**config.mk**
```make
export PLATFORM = sky130hd
export DESIGN_NAME = visca_frame_classifier_core
export DESIGN_NICKNAME = d
export VERILOG_FILES = /design/src/hdl/vfc_pkg.sv /design/src/hdl/visca_frame_classifier_core.sv /design/src/hdl/vfc_capture.sv /design/src/hdl/vfc_classify.sv
export SDC_FILE = /design/constraint.sdc
export NUM_CORES = 1
export LEC_CHECK = 0
export BUFFER_PORTS_ARGS = -buffer_cell sky130_fd_sc_hd__buf_4
export CAP_MARGIN = 20
export CORE_MARGIN = 10
export CORE_UTILIZATION = 35
export DETAILED_ROUTE_END_ITERATION = 7
export HOLD_SLACK_MARGIN = 0.03
export PLACE_DENSITY_LB_ADDON = 0.2
export SLEW_MARGIN = 25
export SYNTH_ARGS = -nofsm -noshare
export SYNTH_HDL_FRONTEND = slang
export SYNTH_SLANG_ARGS = --single-unit
```
**constraint.sdc**
```tcl
create_clock -name clock -period 4.85 [get_ports clock]
set_input_delay 0.7275 -clock clock [delete_from_list [all_inputs] [get_ports clock]]
set_output_delay 0.7275 -clock clock [all_outputs]
set_load 0.01 [all_outputs]
```
**src/hdl/vfc_pkg.sv**
```systemverilog
// Shared types and constants for the VISCA frame classifier.
// Used by vfc_capture, vfc_classify, visca_frame_classifier_core and tb_top; no dependencies.

package vfc_pkg;

   localparam int MIN_LEN_DEFAULT    = 3;
   localparam int MAX_LEN_DEFAULT    = 16;
   localparam int BCAST_ADDR_DEFAULT = 8;

   localparam int BYTE_W      = 8;
   localparam int ADDR_SRC_W  = 3;
   localparam int ADDR_DST_W  = 4;
   localparam int FRAME_LEN_W = 5;
   localparam int RSP_DATA_W  = 32;

   // Byte values that the classification looks for.
   localparam logic [BYTE_W-1:0] TERM_BYTE       = 8'hFF;
   localparam logic [BYTE_W-1:0] ADDR_SET_HDR    = 8'h88;
   localparam logic [BYTE_W-1:0] ADDR_SET_CMD    = 8'h30;
   localparam logic [BYTE_W-1:0] INQ_CMD         = 8'h09;
   localparam logic [BYTE_W-1:0] NET_CHANGE_CMD  = 8'h38;
   localparam logic [BYTE_W-1:0] INQ_REPLY_BYTE  = 8'h50;
   localparam logic [BYTE_W-1:0] HI_ACK          = 8'h40;
   localparam logic [BYTE_W-1:0] HI_COMPLETION   = 8'h50;
   localparam logic [BYTE_W-1:0] HI_ERROR        = 8'h60;
   localparam logic [BYTE_W-1:0] HI_NIBBLE_MASK  = 8'hF0;
   localparam logic [ADDR_SRC_W-1:0] CTRL_ADDR   = 3'd0;

   typedef enum logic [2:0] {
      KIND_UNKNOWN     = 3'd0,
      KIND_ADDRESS_SET = 3'd1,
      KIND_COMMAND     = 3'd2,
      KIND_INQUIRY     = 3'd3,
      KIND_ACK         = 3'd4,
      KIND_COMPLETION  = 3'd5,
      KIND_ERROR       = 3'd6,
      KIND_NET_CHANGE  = 3'd7
   } msg_kind_type;

   typedef enum logic [1:0] {
      SOCKET_NONE = 2'd0,
      SOCKET_ONE  = 2'd1,
      SOCKET_TWO  = 2'd2
   } socket_type;

   // Snapshot of a finished frame, handed from capture to classify.
   typedef struct packed {
      logic [BYTE_W-1:0]      header_byte;
      logic [BYTE_W-1:0]      second_byte;
      logic [BYTE_W-1:0]      third_byte;
      logic                   ends_ff;
      logic                   len_in_bounds;
      logic                   len_ge2;
      logic                   len_ge3;
      logic                   len_ge4;
      logic                   len_eq3;
      logic                   len_eq4;
      logic [FRAME_LEN_W-1:0] frame_len;
   } snap_type;

   typedef struct packed {
      logic                   frame_ok;
      msg_kind_type           msg_kind;
      logic [ADDR_SRC_W-1:0]  src_addr;
      logic [ADDR_DST_W-1:0]  dst_addr;
      logic                   is_broadcast;
      socket_type             socket_num;
      logic                   has_error;
      logic [BYTE_W-1:0]      error_byte;
      logic                   inquiry_reply;
      logic [FRAME_LEN_W-1:0] frame_len;
   } result_type;

endpackage

```
**src/hdl/visca_frame_classifier_core.sv**
```systemverilog
// Top level of the VISCA frame classifier: stream handshakes around capture and classify.
// Depends on vfc_pkg, vfc_capture and vfc_classify.
//
//   channel | dir | beat                       | fields (tdata/tuser from bit 0)
//   req_    | in  | one frame byte             | tdata: data_byte; tlast: end_of_frame
//   rsp_    | out | one result per frame       | tdata: see port list; tuser: msg_kind
//
// The block accepts one byte per cycle while req_tready is high. Once a frame's last
// byte is accepted, its result passes the snapshot register and then the result register.
// Reset clears the byte count and both valid flags; the captured bytes are not reset.
// A stalled result holds the snapshot stage; bytes keep flowing until the snapshot
// register is full and cannot move on, and only then is req_tready dropped.

module visca_frame_classifier_core
   import vfc_pkg::*;
#(
   parameter int MinLen    = MIN_LEN_DEFAULT,
   parameter int MaxLen    = MAX_LEN_DEFAULT,
   parameter int BcastAddr = BCAST_ADDR_DEFAULT
) (
   input  logic                  clock,
   input  logic                  reset,

   input  logic                  req_tvalid,
   output logic                  req_tready,
   input  logic [BYTE_W-1:0]     req_tdata,   // [7:0] data_byte
   input  logic                  req_tlast,   // end_of_frame

   output logic                  rsp_tvalid,
   input  logic                  rsp_tready,
   // [0] frame_ok, [3:1] src_addr, [7:4] dst_addr, [8] is_broadcast,
   // [10:9] socket_num, [11] has_error, [19:12] error_byte,
   // [20] inquiry_reply, [25:21] frame_len, [31:26] zero
   output logic [RSP_DATA_W-1:0] rsp_tdata,
   output logic [2:0]            rsp_tuser    // [2:0] msg_kind
);

   logic       accept;
   logic       snap_valid, snap_take;
   logic       rsp_free;
   snap_type   snap;
   result_type rsp;

   // The result register can load when it is empty or its beat leaves this cycle.
   assign rsp_free   = !rsp_tvalid || rsp_tready;
   assign snap_take  = snap_valid && rsp_free;
   assign req_tready = !snap_valid || rsp_free;
   assign accept     = req_tvalid && req_tready;

   vfc_capture #(
      .MinLen (MinLen),
      .MaxLen (MaxLen)
   ) u_capture (
      .clock        (clock),
      .reset        (reset),
      .accept       (accept),
      .data_byte    (req_tdata),
      .end_of_frame (req_tlast),
      .snap_take    (snap_take),
      .snap_valid   (snap_valid),
      .snap         (snap)
   );

   vfc_classify #(
      .BcastAddr (BcastAddr)
   ) u_classify (
      .clock     (clock),
      .reset     (reset),
      .snap_take (snap_take),
      .snap      (snap),
      .rsp_take  (rsp_tvalid && rsp_tready),
      .rsp_valid (rsp_tvalid),
      .rsp       (rsp)
   );

   assign rsp_tdata = {6'd0, rsp.frame_len, rsp.inquiry_reply, rsp.error_byte,
                       rsp.has_error, rsp.socket_num, rsp.is_broadcast,
                       rsp.dst_addr, rsp.src_addr, rsp.frame_ok};
   assign rsp_tuser = rsp.msg_kind;

   a_invalid_unknown: assert property (@(posedge clock) disable iff (reset)
      rsp_tvalid && !rsp.frame_ok |-> rsp.msg_kind == KIND_UNKNOWN)
      else $error("invalid frame carries a message kind");

   a_error_len: assert property (@(posedge clock) disable iff (reset)
      rsp_tvalid && rsp.has_error |-> rsp.frame_len == FRAME_LEN_W'(4))
      else $error("error reply with a length other than four");

   a_stall_cause: assert property (@(posedge clock) disable iff (reset)
      !req_tready |-> snap_valid && rsp_tvalid && !rsp_tready)
      else $error("input stalled without a blocked result");

endmodule

```
**src/hdl/vfc_capture.sv**
```systemverilog
// Byte counter, capture of the first three bytes and the frame snapshot register.
// Depends on vfc_pkg.

module vfc_capture
   import vfc_pkg::*;
#(
   parameter int MinLen = MIN_LEN_DEFAULT,
   parameter int MaxLen = MAX_LEN_DEFAULT
) (
   input  logic              clock,
   input  logic              reset,
   input  logic              accept,
   input  logic [BYTE_W-1:0] data_byte,
   input  logic              end_of_frame,
   input  logic              snap_take,
   output logic              snap_valid,
   output snap_type          snap
);

   localparam int CNT_W = $clog2(MaxLen + 2);
   localparam logic [CNT_W-1:0] SAT_LEN = CNT_W'(MaxLen + 1);
   localparam logic [CNT_W-1:0] MIN_L   = CNT_W'(MinLen);
   localparam logic [CNT_W-1:0] MAX_L   = CNT_W'(MaxLen);

   logic [CNT_W-1:0]  count_ff, count_in;
   logic [BYTE_W-1:0] hdr_ff, hdr_in, sec_ff, sec_in, thr_ff, thr_in;
   logic              snap_valid_ff, snap_valid_in;
   snap_type          snap_ff, snap_in;
   logic [CNT_W-1:0]  len;

   always_comb begin
      len    = (count_ff == SAT_LEN) ? SAT_LEN : count_ff + CNT_W'(1);
      hdr_in = (count_ff == CNT_W'(0)) ? data_byte : hdr_ff;
      sec_in = (count_ff == CNT_W'(1)) ? data_byte : sec_ff;
      thr_in = (count_ff == CNT_W'(2)) ? data_byte : thr_ff;
      count_in = end_of_frame ? CNT_W'(0) : len;

      snap_in.header_byte   = hdr_in;
      snap_in.second_byte   = sec_in;
      snap_in.third_byte    = thr_in;
      snap_in.ends_ff       = (data_byte == TERM_BYTE);
      snap_in.len_in_bounds = (len >= MIN_L) && (len <= MAX_L);
      snap_in.len_ge2       = (len >= CNT_W'(2));
      snap_in.len_ge3       = (len >= CNT_W'(3));
      snap_in.len_ge4       = (len >= CNT_W'(4));
      snap_in.len_eq3       = (len == CNT_W'(3));
      snap_in.len_eq4       = (len == CNT_W'(4));
      snap_in.frame_len     = FRAME_LEN_W'(len);

      if (accept && end_of_frame) begin
         snap_valid_in = 1'b1;
      end else if (snap_take) begin
         snap_valid_in = 1'b0;
      end else begin
         snap_valid_in = snap_valid_ff;
      end
   end

   always_ff @(posedge clock) begin
      if (reset) begin
         count_ff      <= '0;
         snap_valid_ff <= 1'b0;
      end else begin
         snap_valid_ff <= snap_valid_in;
         if (accept) begin
            count_ff <= count_in;
         end
      end
   end

   always_ff @(posedge clock) begin
      if (accept) begin
         hdr_ff <= hdr_in;
         sec_ff <= sec_in;
         thr_ff <= thr_in;
         if (end_of_frame) begin
            snap_ff <= snap_in;
         end
      end
   end

   assign snap_valid = snap_valid_ff;
   assign snap       = snap_ff;

   a_count_cleared: assert property (@(posedge clock) disable iff (reset)
      accept && end_of_frame |=> count_ff == CNT_W'(0))
      else $error("byte count not cleared after the last byte");

   a_count_bounded: assert property (@(posedge clock) disable iff (reset)
      count_ff <= SAT_LEN)
      else $error("byte count passed its saturation value");

   a_no_overwrite: assert property (@(posedge clock) disable iff (reset)
      snap_valid_ff && !snap_take |-> !accept)
      else $error("byte accepted while a pending snapshot is blocked");

endmodule

```
**src/hdl/vfc_classify.sv**
```systemverilog
// Frame classification logic and the result register.
// Depends on vfc_pkg.

module vfc_classify
   import vfc_pkg::*;
#(
   parameter int BcastAddr = BCAST_ADDR_DEFAULT
) (
   input  logic       clock,
   input  logic       reset,
   input  logic       snap_take,
   input  snap_type   snap,
   input  logic       rsp_take,
   output logic       rsp_valid,
   output result_type rsp
);

   localparam logic [ADDR_DST_W-1:0] BCAST = ADDR_DST_W'(BcastAddr);

   logic              rsp_valid_ff, rsp_valid_in;
   result_type        rsp_ff, rsp_in;
   logic [BYTE_W-1:0] hi;
   logic [3:0]        lo;
   logic              ok, ack, comp, err, netc, inq;

   always_comb begin
      hi   = snap.len_ge2 ? (snap.second_byte & HI_NIBBLE_MASK) : '0;
      lo   = snap.second_byte[3:0];
      ok   = snap.len_in_bounds && snap.ends_ff && snap.header_byte[7];
      ack  = snap.len_eq3 && (hi == HI_ACK) && snap.ends_ff;
      comp = snap.len_ge3 && (hi == HI_COMPLETION) && snap.ends_ff;
      err  = snap.len_eq4 && (hi == HI_ERROR) && snap.ends_ff;
      netc = snap.len_eq3 && (snap.second_byte == NET_CHANGE_CMD) && snap.ends_ff;
      inq  = snap.len_ge4 && (snap.second_byte == INQ_REPLY_BYTE) && snap.ends_ff;

      rsp_in.frame_ok = ok;
      rsp_in.src_addr = snap.header_byte[6:4];
      rsp_in.dst_addr = snap.header_byte[3:0];

      rsp_in.msg_kind = KIND_UNKNOWN;
      if (ok) begin
         priority if (snap.header_byte == ADDR_SET_HDR && snap.len_eq4
                      && snap.second_byte == ADDR_SET_CMD) begin
            rsp_in.msg_kind = KIND_ADDRESS_SET;
         end else if (snap.header_byte[6:4] == CTRL_ADDR) begin
            rsp_in.msg_kind = (snap.second_byte == INQ_CMD) ? KIND_INQUIRY : KIND_COMMAND;
         end else if (ack) begin
            rsp_in.msg_kind = KIND_ACK;
         end else if (comp) begin
            rsp_in.msg_kind = KIND_COMPLETION;
         end else if (err) begin
            rsp_in.msg_kind = KIND_ERROR;
         end else if (netc) begin
            rsp_in.msg_kind = KIND_NET_CHANGE;
         end else begin
            rsp_in.msg_kind = KIND_UNKNOWN;
         end
      end

      // Reply frames carry the socket number in the low nibble of byte one.
      rsp_in.socket_num = SOCKET_NONE;
      if (hi == HI_ACK || hi == HI_COMPLETION || hi == HI_ERROR) begin
         if (lo == 4'd1) begin
            rsp_in.socket_num = SOCKET_ONE;
         end else if (lo == 4'd2) begin
            rsp_in.socket_num = SOCKET_TWO;
         end
      end

      rsp_in.is_broadcast  = (snap.header_byte[3:0] == BCAST);
      rsp_in.has_error     = err;
      rsp_in.error_byte    = err ? snap.third_byte : '0;
      rsp_in.inquiry_reply = inq;
      rsp_in.frame_len     = snap.frame_len;

      if (snap_take) begin
         rsp_valid_in = 1'b1;
      end else if (rsp_take) begin
         rsp_valid_in = 1'b0;
      end else begin
         rsp_valid_in = rsp_valid_ff;
      end
   end

   always_ff @(posedge clock) begin
      if (reset) begin
         rsp_valid_ff <= 1'b0;
      end else begin
         rsp_valid_ff <= rsp_valid_in;
      end
   end

   always_ff @(posedge clock) begin
      if (snap_take) begin
         rsp_ff <= rsp_in;
      end
   end

   assign rsp_valid = rsp_valid_ff;
   assign rsp       = rsp_ff;

endmodule

```
==> Word level (Yosys, flattened, before mapping) <==
Cells that the tools add are included.
{ "word_totals": {"ff_bits": 96, "out_inout_bits": 37} }
{ "classes": {"n_addsub": 1, "magnitude_cmp": 4, "n_eq_ne": 17, "n_mux": 19, "n_bitwise": 2, "n_reduce_logical": 32} }
{ "op_table": {"columns": ["cell", "count"], "rows": [
  ["$eq A8 B7 Y1 const B", 4],
  ["$mux W8", 4],
  ["$logic_and A1 B1 Y1", 19],
  ["$eq A8 B6 Y1 const B", 2],
  ["$eq A8 B8 Y1 const B", 2],
  ["$mux W3", 5],
  ["$eq A5 B2 Y1 const B", 2],
  ["$ge A5 B2 Y1 const B", 2],
  ["$mux W5", 2],
  ["$eq A8 B4 Y1 const B", 1],
  ["$mux W1", 7],
  ["$add A5 B1 Y5 const B", 1],
  ["$eq A5 B1 Y1 const B", 1],
  ["$eq A5 B3 Y1 const B", 1],
  ["$eq A5 B5 Y1 const B", 1],
  ["$ge A5 B3 Y1 const B", 1],
  ["$le A5 B5 Y1 const B", 1],
  ["$logic_not A5 Y1", 1],
  ["$eq A4 B1 Y1 const B", 1],
  ["$eq A4 B2 Y1 const B", 1],
  ["$eq A4 B4 Y1 const B", 1],
  ["$logic_or A1 B1 Y1", 4],
  ["$reduce_bool A2 Y1", 2],
  ["$reduce_or A2 Y1", 2],
  ["5 further kinds", 7]
]} }

==> Longest topological paths before layout <==
{ "depth": {"depth_word": 9, "depth_mapped": 6, "ltp_nobuf": 6} }

==> Modules after synthesis <==
A second synthesis with hierarchy kept.
{ "hier_totals": {"hier_cells": 249, "hier_area_um2": 3978.8} }
{ "modules_own_cells": {"columns": ["module", "n_inst", "cells_per_inst", "area_each_um2", "seq_area_each_um2"], "rows": [
  ["vfc_capture", 1, 160, 2655.0, 1921.8],
  ["vfc_classify", 1, 77, 1229.9, 890.9],
  ["visca_frame_classifier_core", 1, 12, 93.8, 0.0]
]} }

==> Worst setup path before layout <==
Ideal clock, no wire load.
{ "synth_timing": {"kind": "input to register", "startpoint": "in rsp_tready", "endpoint": "reg u_classify.rsp_ff, in the netlist u_classify.rsp[0] (enable)", "setup_time_ns": 0.460, "t_arrival_ns": 2.920, "t_required_ns": 4.390, "path_slack_ns": 1.470, "path_stages": 2, "cell_sequence": "inv_1 -> a21boi_0"} }
{ "synth_between": {"elab_chain_len": 2} }
{ "synth_rtl": {"columns": ["element", "line", "text"], "rows": [
  ["start: declaration", "visca_frame_classifier_core.sv:30", "input logic rsp_tready,"],
  ["$logic_or A1 B1 Y1", "visca_frame_classifier_core.sv:45", "assign rsp_free = !rsp_tvalid || rsp_tready;"],
  ["$logic_and A1 B1 Y1", "visca_frame_classifier_core.sv:46", "assign snap_take = snap_valid && rsp_free;"],
  ["via snap_take", "visca_frame_classifier_core.sv:39", "logic snap_valid, snap_take;"],
  ["end signal: assignment", "vfc_classify.sv:95", "rsp_ff <= rsp_in;"],
  ["end: declaration", "vfc_classify.sv:21", "result_type rsp_ff, rsp_in;"]
]} }
The timed path passes the listed nets, and every way through them passes these cells.
A chain may end at the register's enable or synchronous reset.

==> Worst setup path in the final report <==
{ "layout_timing": {"startpoint": "in rsp_tready", "endpoint": "out req_tready"} }
{ "layout_between": {"elab_chain_len": 2} }
{ "layout_rtl": {"columns": ["element", "line", "text"], "rows": [
  ["$logic_or A1 B1 Y1", "visca_frame_classifier_core.sv:45", null],
  ["$logic_or A1 B1 Y1", "visca_frame_classifier_core.sv:47", "assign req_tready = !snap_valid || rsp_free;"],
  ["end: declaration", "visca_frame_classifier_core.sv:25", "output logic req_tready,"]
]} }
Every way passes these cells.

==> results.py <==
metrics = {
    "logic_synthesis": {
        "synth_top_area_share_pct": 69.8,
        "synth_top_family_by_area": "simple AND/OR/NAND/NOR gates",
        "muxShareOfSynthArea_pct": 7.06,
        "synth_seq_cells": 96,
        "synth_edf_count": 89,
        "syn-instance-count": 238,
        "synth-xor-area-share_pct": 0.915,
        "yosys_warnings": 0,
        "ys_async_sr_fraction_pct": 0,
        "synth_fa_ha_area_share_pct": 1.63,
        "ys.flop_type": "edfxtp_1",
        "ys_types": 43,
        "synth.area.top_cells": "edfxtp_1, mux2_2, dfxtp_1",
        "synth_compound_area_share_pct": 2.88,
        "seq_area_frac_synth_pct": 73.5,
        "synth_top_cell_by_area": "edfxtp_1",
        "synthSimpleGateAreaFrac_pct": 11.5,
        "synth.cell_area_mm2": 0.00383,
        "postSynthAreaPerCell_um2": 16.1,
    },
    "routing": {
        "vias": 2055,
        "wirelength_um": 6720,
        "routedWlPerCell_um": 15.5,
        "firstDrtPassIters": 4,
        "antenna_left": 0,
        "routed_via_density": 4.72,
        "wl_met3_um": 397,
        "met2WireLength_um": 3010,
        "drt-met1-wl_um": 3140,
        "drc_errors": 0,
        "drt_iter0_drc": 70,
        "top_layer": "met4",
    },
    "timing": {
        "clock.fmax_ghz": 0.488,
        "hold_ws_ns": 0.426,
        "rsz0062_at_grt": "no",
        "finalHoldViolCount": 0,
        "setup_violations": 0,
        "min_period_over_period_pct": 42.2,
        "slew_violations": 0,
        "setup_tns_ns": 0,
        "finClkSkew_ns": 0.00689,
        "fin_crit_ns": 2.05,
        "finalWorstSetupSlack_ns": 2.80,
        "slew_headroom_pct": 36.9,
        "worst_slew_pin_slew_ns": 0.946,
    },
    "critical_path": {
        "cp_cell_sequence": "buf_4 -> nand3b_1 -> buf_4",
        "path_class": "input port to primary output",
        "critPathSlowestCell": "nand3b_1",
        "worstPathRequired_ns": 4.12,
        "arrival_ns": 1.32,
        "cp_common_cell": "buf_4",
        "critPathLaunchType": "input port",
        "crit_fanout": 7,
        "end_kind": "primary output",
        "max_stage_delay_ns": 0.27,
    },
    "placed_design": {
        "post-place-ws_ns": 2.43,
        "port_buffers": 43,
        "placed_area_mm2": 0.00431,
        "hpwl_um": 4860,
        "gp_congestion": 0.849,
    },
    "grt": {
        "grt_max_degree": 37,
        "groute.usage.overall_pct": 8.83,
        "grt_pass1_vias": 2014,
        "antenna_found_initial": 0,
        "overflow": 0,
        "grt_pass1_wl_um": 10900,
    },
    "worst_hold_path": {
        "hold_path_class": "flop to flop",
    },
    "run": {
        "max_cap_viol_count": 0,
    },
    "outcome": {
        "status": "complete, no violations",
    },
    "cells_and_area": {
        "stdcell_area_mm2": 0.00447,
        "fin_nets": 308,
        "layout_commonest_cell": "edfxtp_1",
        "n_fill_cell": 998,
        "drive_gt1_share_pct": 29.8,
        "fin_util_pct": 41.5,
        "num_antenna_cells": 0,
        "syn2layout_area_growth_pct": 16.9,
        "layout_common_cells": "edfxtp_1, buf_4, mux2_2",
    },
    "floorplan": {
        "die_w_um": 125,
        "dieArea_mm2": 0.0155,
        "die_y_um": 125,
        "start_util_pct": 35.5,
        "io_pins": 50,
        "core_mm2": 0.0108,
        "rows": 38,
    },
    "clock_network": {
        "clk_latency_ns": 0.36,
        "clock-sinks": 96,
        "postCtsSetupRepairBufs": 0,
        "cts_resized": 0,
        "clkTransAtPathRegs_ns": 0.08,
        "cts-buffers-inserted": 9,
        "hold_buffers": 0,
        "ctsLongestPathBuffers": 2,
        "cts_tree": "built",
        "cts-root-buf": "clkbuf_8",
        "htreeDepth": 3,
    },
    "pwr": {
        "powerDensity_mw_per_mm2": 336,
        "p_leak_nw": 1.59,
        "peakVddDrop_uv": 108,
    },
}
-- cells by family (layout without fill, tap and decap cells) --
group                      Yosys count  in the layout
DFF                                 96             96
and+or+nand+nor                     73             73
muxes                               24             24
buffers and inverters               18             70
AOI/OAI and AO/OA                   17             17
adders and majority gates            5              5
xor gates and xnor gates             4              4
other                                1              6
-- metal layers --
layer  global-route usage [%]  vias up
li1                         -     1006
met5                        0        -
met3                     2.21       12
met4                     6.10        0
met1                     11.1      982
met2                     13.0       55
-- sequential cells by signal, summed over array words and instances (netlist names) --
name / count
u_capture.count_ff: 5
u_capture.hdr_ff: 8
u_capture.sec_ff: 8
u_capture.snap: 36
u_capture.snap_valid: 1
u_capture.thr_ff: 8
u_classify.rsp: 29
u_classify.rsp_valid: 1
-- synthesized netlist by cell type, drive strengths merged, types with 2 or more instances --
cell / count
edfxtp: 89
mux2: 24
nand2: 12
and2: 11
a21oi: 9
buf: 9
nor2: 9
inv: 8
nand4: 8
dfxtp: 7
ha: 5
nor3: 5
and3: 4
nand2b: 3
nor4: 3
xnor2: 3
and3b: 2
and4: 2
nand3: 2
nor4b: 2
or3: 2
-- cell type report --
cell class	instances	area (um^2)	share of cell area, %
multi-input combinational	129	947	21.2
clock buffer	10	128	2.85
timing repair buffer	46	345	7.72
sequential	96	2810	62.9
tap	140	175	3.91
inverter	8	30.0	0.671
clock inverter	6	36.3	0.811
-- stage by stage --
stage / cells / power (mW)
2_1_floorplan: 243 / 1.04
3_3_place_gp: 419 / 1.08
3_5_place_dp: 419 / 1.08
4_1_cts: 435 / 1.53
5_1_grt: 435 / 1.56
6_report: 435 / 1.51
-- worst max-delay path: cells and delay by family --
kind / cells / cell delay, ns
AND/OR/NAND/NOR: 1 / 0.27
buffers and inverters: 2 / 0.33
-- power by group --
part | total (mW) | switching (mW) | internal (mW)
Clock | 0.448 | 0.265 | 0.183
Combinational | 0.0927 | 0.0525 | 0.0402
Sequential | 0.965 | 0.0151 | 0.950
Total | 1.51 | 0.333 | 1.17
-- final timing paths --
| kind | start | to | cells after the start | slack [ns] |
|---|---|---|---|---|
| min reg2reg | u_capture.snap[1]$_DFFE_PP_ | u_classify.rsp[1]$_DFFE_PP_ | 0 | 0.43 |
| max | rsp_tready | req_tready | 3 | 2.80 |
| max reg2reg | u_capture.count_ff[0]$_SDFFE_PP0P_ | u_capture.snap[10]$_DFFE_PP_ | 5 | 2.93 |
| min | u_capture.snap[1]$_DFFE_PP_ | u_classify.rsp[1]$_DFFE_PP_ | 0 | 0.43 |
No activity file was read; power rests on OpenSTA's default activity.
